--- config.mk ---
export PLATFORM = sky130hd
export DESIGN_NAME = acf_datapath
export DESIGN_NICKNAME = d
export VERILOG_FILES = /design/src/rtl/core/acf_pkg.sv /design/src/rtl/core/acf_datapath.sv
export SDC_FILE = /design/constraint.sdc
export NUM_CORES = 1
export LEC_CHECK = 0
export BUFFER_PORTS_ARGS = -buffer_cell sky130_fd_sc_hd__buf_2
export CAP_MARGIN = 20
export CELL_PAD_IN_SITES_DETAIL_PLACEMENT = 0
export CELL_PAD_IN_SITES_GLOBAL_PLACEMENT = 1
export CORE_UTILIZATION = 25
export DETAILED_ROUTE_END_ITERATION = 6
export PLACE_DENSITY_LB_ADDON = 0.25
export SYNTH_ARGS = -nofsm -noshare
export SYNTH_HDL_FRONTEND = slang
export SYNTH_SLANG_ARGS = --single-unit
--- constraint.sdc ---
create_clock -name clk -period 8.8 [get_ports clk]
set_clock_uncertainty 0.2 [all_clocks]
set_input_delay 0.44 -clock clk [delete_from_list [all_inputs] [get_ports clk]]
set_output_delay 0.44 -clock clk [all_outputs]
set_load 0.02 [all_outputs]
--- src/rtl/core/acf_pkg.sv ---
// shared constants, types and register codes for the allpass comb filter
// no dependencies; imported by every module in rtl/core
package acf_pkg;

    localparam int MAX_DELAY   = 1024;
    localparam int ADDR_W      = $clog2(MAX_DELAY);
    localparam int COUNT_W     = $clog2(MAX_DELAY + 1);
    localparam int SAMPLE_W    = 16;
    localparam int NARROW_W    = 8;
    localparam int GAIN_W      = 16;
    localparam int LEN_W       = 11;
    localparam int DIST_W      = (COUNT_W > LEN_W) ? COUNT_W : LEN_W;
    localparam int FRAC_W      = 15;
    localparam int CFG_INDEX_W = 2;
    localparam int CFG_DATA_W  = 16;

    typedef enum logic [CFG_INDEX_W-1:0] {
        REG_GAIN         = 2'd0,
        REG_DELAY_LENGTH = 2'd1,
        REG_WIDE_SAMPLES = 2'd2
    } cfg_reg_t;

    // one history entry: stored input and stored output of the same step
    typedef struct packed {
        logic signed [SAMPLE_W-1:0] x;
        logic signed [SAMPLE_W-1:0] y;
    } hist_word_t;

    typedef struct packed {
        logic              en;
        logic [ADDR_W-1:0] addr;
        hist_word_t        data;
    } hist_wr_t;

    // sample handed to the datapath on acceptance
    typedef struct packed {
        logic                       valid;
        logic                       tap_valid;
        logic [ADDR_W-1:0]          wr_addr;
        logic signed [SAMPLE_W-1:0] x;
    } issue_t;

endpackage

--- src/rtl/core/acf_datapath.sv ---
// two-stage arithmetic: gain multiply, then sum, shift and saturation
// depends on acf_pkg; takes taps from acf_history and writes back into it
module acf_datapath import acf_pkg::*; (
    input  logic                       clk,
    input  logic                       rst_n,
    input  issue_t                     issue,
    input  hist_word_t                 tap,
    input  logic signed [GAIN_W-1:0]   gain,
    input  logic                       wide,
    output logic                       busy,
    output hist_wr_t                   wr,
    output logic                       result_valid,
    output logic signed [SAMPLE_W-1:0] result_sample
);

    localparam int PROD_W = GAIN_W + SAMPLE_W + 1;
    localparam int ACC_W  = PROD_W + 1;
    localparam int Y_W    = ACC_W - FRAC_W;

    localparam logic signed [Y_W-1:0] WIDE_HI   = Y_W'(2 ** (SAMPLE_W - 1) - 1);
    localparam logic signed [Y_W-1:0] WIDE_LO   = -Y_W'(2 ** (SAMPLE_W - 1));
    localparam logic signed [Y_W-1:0] NARROW_HI = Y_W'(2 ** (NARROW_W - 1) - 1);
    localparam logic signed [Y_W-1:0] NARROW_LO = -Y_W'(2 ** (NARROW_W - 1));

    logic                       s1_valid_reg;
    logic                       s1_tap_valid_reg;
    logic [ADDR_W-1:0]          s1_addr_reg;
    logic signed [SAMPLE_W-1:0] s1_x_reg;

    logic                       s2_valid_reg;
    logic [ADDR_W-1:0]          s2_addr_reg;
    logic signed [SAMPLE_W-1:0] s2_x_reg;
    logic signed [SAMPLE_W-1:0] s2_xd_reg;
    logic signed [PROD_W-1:0]   s2_prod_reg;

    logic signed [SAMPLE_W-1:0] xd;
    logic signed [SAMPLE_W-1:0] yd;
    logic signed [SAMPLE_W:0]   diff;
    logic signed [PROD_W-1:0]   prod_next;
    logic signed [ACC_W-1:0]    acc;
    logic signed [Y_W-1:0]      y_full;
    logic signed [Y_W-1:0]      y_hi;
    logic signed [Y_W-1:0]      y_lo;
    logic signed [Y_W-1:0]      y_sat;

    always_ff @(posedge clk or negedge rst_n)
    begin
        if (!rst_n)
        begin
            s1_valid_reg <= 1'b0;
            s2_valid_reg <= 1'b0;
        end
        else
        begin
            s1_valid_reg <= issue.valid;
            s2_valid_reg <= s1_valid_reg;
        end
    end

    always_ff @(posedge clk)
    begin
        if (issue.valid)
        begin
            s1_tap_valid_reg <= issue.tap_valid;
            s1_addr_reg      <= issue.wr_addr;
            s1_x_reg         <= issue.x;
        end
        if (s1_valid_reg)
        begin
            s2_addr_reg <= s1_addr_reg;
            s2_x_reg    <= s1_x_reg;
            s2_xd_reg   <= xd;
            s2_prod_reg <= prod_next;
        end
    end

    // history never written reads as zero
    always_comb
    begin
        xd        = s1_tap_valid_reg ? tap.x : '0;
        yd        = s1_tap_valid_reg ? tap.y : '0;
        diff      = (SAMPLE_W + 1)'(yd) - (SAMPLE_W + 1)'(s1_x_reg);
        prod_next = gain * diff;
    end

    always_comb
    begin
        acc    = ACC_W'(s2_prod_reg) + (ACC_W'(s2_xd_reg) <<< FRAC_W);
        y_full = acc[ACC_W-1:FRAC_W];
        y_hi   = wide ? WIDE_HI : NARROW_HI;
        y_lo   = wide ? WIDE_LO : NARROW_LO;
        if (y_full > y_hi)
        begin
            y_sat = y_hi;
        end
        else if (y_full < y_lo)
        begin
            y_sat = y_lo;
        end
        else
        begin
            y_sat = y_full;
        end
    end

    assign busy          = s1_valid_reg;
    assign wr.en         = s2_valid_reg;
    assign wr.addr       = s2_addr_reg;
    assign wr.data.x     = s2_x_reg;
    assign wr.data.y     = SAMPLE_W'(y_sat);
    assign result_valid  = s2_valid_reg;
    assign result_sample = SAMPLE_W'(y_sat);

endmodule

==> results of run 1 <==
## final cells by class
class                   count  area share
clock buffers              10      0.0130
flip-flops and latches     89       0.151
repair buffers            190      0.0634
diodes                      1    0.000142
clock inverters             6     0.00326
well taps                 782      0.0555
inverters                 338      0.0719
multi-input cells        1098       0.642
## per-layer routing
| metal | routed length (um) | global-route usage |
|---|---|---|
| met5 | 0 | 0 |
| met4 | 585 | 0.0309 |
| met3 | 1120 | 0.0141 |
| met2 | 19300 | 0.221 |
| met1 | 19100 | 0.178 |
## Yosys cell counts, types with 10 or more instances
| master | count |
|---|---|
| inv_1 | 338 |
| fa_1 | 277 |
| nand2_1 | 168 |
| ha_1 | 135 |
| and2_1 | 129 |
| edfxtp_1 | 87 |
| nor2_1 | 65 |
| clkbuf_1 | 45 |
| a21oi_1 | 41 |
| xnor2_1 | 39 |
| nand2b_1 | 33 |
| nor2b_1 | 28 |
| o21ai_0 | 22 |
| buf_4 | 17 |
| nand3_1 | 16 |
| a21o_1 | 15 |
| xor2_1 | 12 |
| mux2_2 | 10 |
## critical path, delay by kind of cell (launching register included)
kind | cells | cell delay (ns)
xor gates and xnor gates | 1 | 0.13
adders and majority gates | 9 | 3.61
DFF | 1 | 0.49
and+or+nand+nor | 5 | 0.91
buffers and inverters | 6 | 0.64
AOI/OAI and AO/OA | 13 | 2.28
## worst max path at each step
stage | start | endpoint | slack, ns | cells past startpoint
2_1_floorplan | s1_tap_valid_reg | s2_prod_reg[21] | 0.48 | 33
3_3_place_gp | s1_tap_valid_reg | s2_prod_reg[28] | 0.23 | 33
3_5_place_dp | s1_tap_valid_reg | s2_prod_reg[28] | 0.09 | 33
4_1_cts | s1_tap_valid_reg | s2_prod_reg[28] | 0.05 | 33
5_1_grt | s1_tap_valid_reg | s2_prod_reg[28] | -0.04 | 35
6_report | s1_tap_valid_reg | s2_prod_reg[31] | 0.38 | 34
## what timing repair did
action                                  CTS  global route
endpoints found under the hold margin     2             0
endpoints found under the setup margin    0            15
hold buffers                              1             0
resized for setup                         0            40
setup buffers                             0             8
## cells by family (layout without fill, tap and decap cells)
| kind of cell | Yosys count | in the layout | share of synthesized area |
|---|---|---|---|
| AOI/OAI and AO/OA | 149 | 149 | 0.0635 |
| xor gates and xnor gates | 51 | 51 | 0.0289 |
| adders and majority gates | 412 | 412 | 0.469 |
| buffers and inverters | 405 | 544 | 0.103 |
| DFF | 89 | 89 | 0.172 |
| muxes | 17 | 17 | 0.0118 |
| other | 0 | 1 | 0 |
| and+or+nand+nor | 469 | 469 | 0.152 |
## metrics by stage
step / setup TNS [ns] / worst slack, ns / instances / util
floorplan: 0 / 0.483 / 1592 / -
global placement: 0 / 0.228 / 2486 / 0.282
detailed placement: 0 / 0.0883 / 2486 / 0.282
CTS: 0 / 0.0478 / 2503 / 0.287
global route: -0.0951 / -0.0353 / 2513 / 0.291
finish: 0 / 0.375 / 2514 / 0.291
==> results.toml, run 1 <==
[outcome]
run_status = "complete, no violations"

[routing]
wl_um = 40100
via_per_inst = 4.32
antenna_left = 0
drtIter0Drc = 508
wl_per_cell_um = 15.9
vias = 10857
drt-pass1-iter-count = 5
drc_errors = 0

[timing]
fin_crit_sh = 0.957
setup-violations-final = 0
worst_pin_slew_ns = 0.829
slew_viol_final = 0
finalHoldViolCount = 0
timing.fmax_ghz = 0.119
fin_crit_ns = 8.42
max-slew-margin-rel = 0.440
holdWs_ns = 0.0555

[worst_hold_path]
min_from = "issue[24]"
hold_depth = 1
worstHoldEndpoint = "s1_addr_reg[8]"
hp-class = "in -> reg"

[cts]
cts.sinks = 89
cts_buffers = 9
clkTransAtPathRegs_ns = 0.06
clock_path_buffers = 2
root_buffer = "clkbuf_16"
worstSkewPairLatency_ns = 0.36
tritoncts = "built"
cts_max_level = 3

[critical_path]
critPathKind = "reg -> reg"
r2r_slack_ns = 0.38
cp_slowest_cell = "fa_2"
reg2reg_from = "s1_tap_valid_reg"
cp.arrival_ns = 8.44
cpPeakStageDelay_ns = 0.56
r2r_end = "s2_prod_reg[31]"
reg2regPathDepth = 34
crit_fanout = 8
end_kind = "flip-flop"
startpoint_type = "flip-flop"
cp.required_ns = 8.82

[place]
dpl_cell_area_um2 = 17100
place_congestion = 0.780
portBuffers = 139
dp_hpwl_um = 33000

[finish]
multi_input_area_um2 = 11300
largest_register_ffs = 18
final_common_cell = "inv_1"
num-fill-cells = 6409
layout_common_cells = "338 x inv_1, 270 x fa_1, 167 x nand2_1, 139 x buf_2, 134 x ha_1"
fin_nets = 2217
syn_to_final_growth_pct = 14.2
drive_above_1_share = 0.143
seq_area_um2 = 2660
stdcell_area_um2 = 17600

[grt]
overflow = 0
grt_pass1_vias = 11568
grt_use_total = 0.131
grt_max_degree = 63
antenna_found_initial = 0
grt_pass1_wl_um = 63800

[synthesis]
ys_ff_latch = 89
synthFlopType = "edfxtp_1"
synth_top_area_cell = "fa_1"
netlist_instances = 1592
syn_avg_cell_area_um2 = 9.70
synth_edf_count = 87
synth_cell_types = 61
ys.warnings.count = 0
synth_top_cell_area_share = 0.359
async_flop_share = 0.0225
synth_area_um2 = 15400
synth.area.top_cells = "fa_1 36%, edfxtp_1 17%, ha_1 11%"
synth_nets = 2083
synth.yosys.seq_area_share = 0.172

[floorplan]
ios = 140
start_util = 0.254
core_um2 = 60700
die_y_um = 251
die-area_um2 = 62800
fp-row-count = 90
die_w_um = 251

[run]
cap_violations = 0
Power of run 1 is left out: the tool's default activity adds up to more than one toggle a clock period on the data nets, which glitch-free logic cannot reach.
==> run 2: changes to the inputs <==
==> constraint.sdc (replaced) <==
create_clock -name clk -period 8.6 [get_ports clk]
set_clock_uncertainty 0.2 [all_clocks]
set_input_delay 0.43 -clock clk [delete_from_list [all_inputs] [get_ports clk]]
set_output_delay 0.43 -clock clk [all_outputs]
set_load 0.02 [all_outputs]
==> run 2 against run 1 <==
Clock-buffer cell count stayed put. Sequential share of layout area is 0.32 points lower. Cell count is 0.91% higher. Core utilization is 0.64 points higher. Cell area is 2.2% higher. First-iteration DRC count is 19% lower. Non-clock buffer count is 24 higher. Via count is 0.80% higher. Fmax is 1.4% higher. Setup slack worse by 0.080 ns. Sequential cell count stayed put. Global-route usage is 0.055 points higher.
==> results.toml, run 2 (synthesis results as in run 1) <==
[routing]
wl_per_cell_um = 15.8
vias = 10944
drc_errors = 0
drt-pass1-iter-count = 5
via_per_inst = 4.31
drtIter0Drc = 410
antenna_left = 0
wl_um = 40100

[critical_path]
path_common_cell = "fa_1"
worst-path-buf-inv = 9
startpoint_type = "flip-flop"
cp_slowest_cell = "fa_1"
cp.required_ns = 8.62
cp.arrival_ns = 8.32
cpPeakStageDelay_ns = 0.55
crit_fanout = 7
crit_family = "adder cells"
critPathKind = "reg -> reg"
end_kind = "flip-flop"

[place]
dp_slack_ns = -0.0957
dp_hpwl_um = 33200
place_congestion = 0.787
portBuffers = 139
dpl.cell_count = 2506

[timing]
fin_crit_ns = 8.30
fin_ws_ns = 0.296
slew_viol_final = 0
finalHoldViolCount = 0
fin_crit_sh = 0.966
holdWs_ns = 0.0446
rsz0062_at_grt = "true"
worst_pin_slew_ns = 0.802
setup-violations-final = 0
max-slew-margin-rel = 0.465
timing.fmax_ghz = 0.120

[finish]
final_common_cell = "inv_1"
final_util = 0.297
syn_to_final_growth_pct = 16.7
fin_cells = 2537
num_antenna_cells = 0
largest_register_ffs = 18
fin_nets = 2241
drive_above_1_share = 0.166
layout_common_cells = "334 x inv_1, 272 x fa_1, 163 x nand2_1, 140 x buf_2, 129 x ha_1"

[cts]
tritoncts = "built"
clkTransAtPathRegs_ns = 0.06
cts_buffers = 9
cts_max_level = 3
cts.sinks = 89
root_buffer = "clkbuf_16"
clock_path_buffers = 2
worstSkewPairLatency_ns = 0.36

[floorplan]
die_w_um = 251
die-area_um2 = 62800
fp-row-count = 90
start_util = 0.254
ios = 140
core_um2 = 60700
die_y_um = 251

[grt]
grt_pass1_wl_um = 64500
grt_pass1_vias = 11867
overflow = 0
antenna_found_initial = 0
grt_use_total = 0.131
grt_max_degree = 63

[worst_hold_path]
hp-class = "in -> reg"

[outcome]
run_status = "complete, no violations"

[run]
cap_violations = 0
-- run 2: changes by cell type in the layout (fill, tap and decap cells not counted), moves of 4 or more --
cell and delta:
nand2_1 -4, buf_12 +4, buf_4 +21, ha_4 +4, inv_1 -4, ha_1 -5
inv_2 +4
-- run 2: layout make-up --
cell class / instances / area [um2]
multi-input cells: 1098 / 11400
inverters: 338 / 1270
flip-flops and latches: 89 / 2660
repair buffers: 214 / 1350
clock buffers: 10 / 229
fillers: 6388 / 42700
well taps: 782 / 978
clock inverters: 6 / 82.6
-- run 2: worst paths after layout --
| kind | start | end | slack [ns] | depth (start not counted) |
|---|---|---|---|---|
| min in group asynchronous | rst_n | result_valid | 0.19 | 2 |
| max in group asynchronous | rst_n | busy | 7.91 | 2 |
| worst min register to register | s1_addr_reg[6] | s2_addr_reg[6] | 0.22 | 0 |
| worst min-delay path | issue[20] | s1_addr_reg[4] | 0.04 | 1 |
| worst max-delay path | s1_tap_valid_reg | s2_prod_reg[31] | 0.30 | 30 |
| worst max register to register | s1_tap_valid_reg | s2_prod_reg[31] | 0.30 | 30 |
-- run 2: timing repair --
item,in CTS,in global routing
pin swaps,0,47
resized for setup,4,61
setup buffers,0,14
endpoints found under the setup margin,6,16
cloned,0,1
endpoints found under the hold margin,2,0
hold buffers,1,0
-- run 2: through the flow --
| stage | setup TNS, ns | instance area, um2 |
|---|---|---|
| CTS | 0 | 17600 |
| floorplan | 0 | 15400 |
| finish | 0 | 18000 |
| global route | -0.160 | 18000 |
| detailed placement | -0.110 | 17300 |
| global placement | -0.0901 | 17300 |
-- run 2: per-layer routing --
| metal | up-vias | routed length [um] | track usage |
|---|---|---|---|
| met5 | - | 0 | 0 |
| met4 | 0 | 616 | 0.0305 |
| met3 | 23 | 803 | 0.0101 |
| met2 | 142 | 19100 | 0.220 |
| met1 | 5578 | 19600 | 0.183 |
| li1 | 5201 | - | - |
Power of run 2 is left out for the same reason.
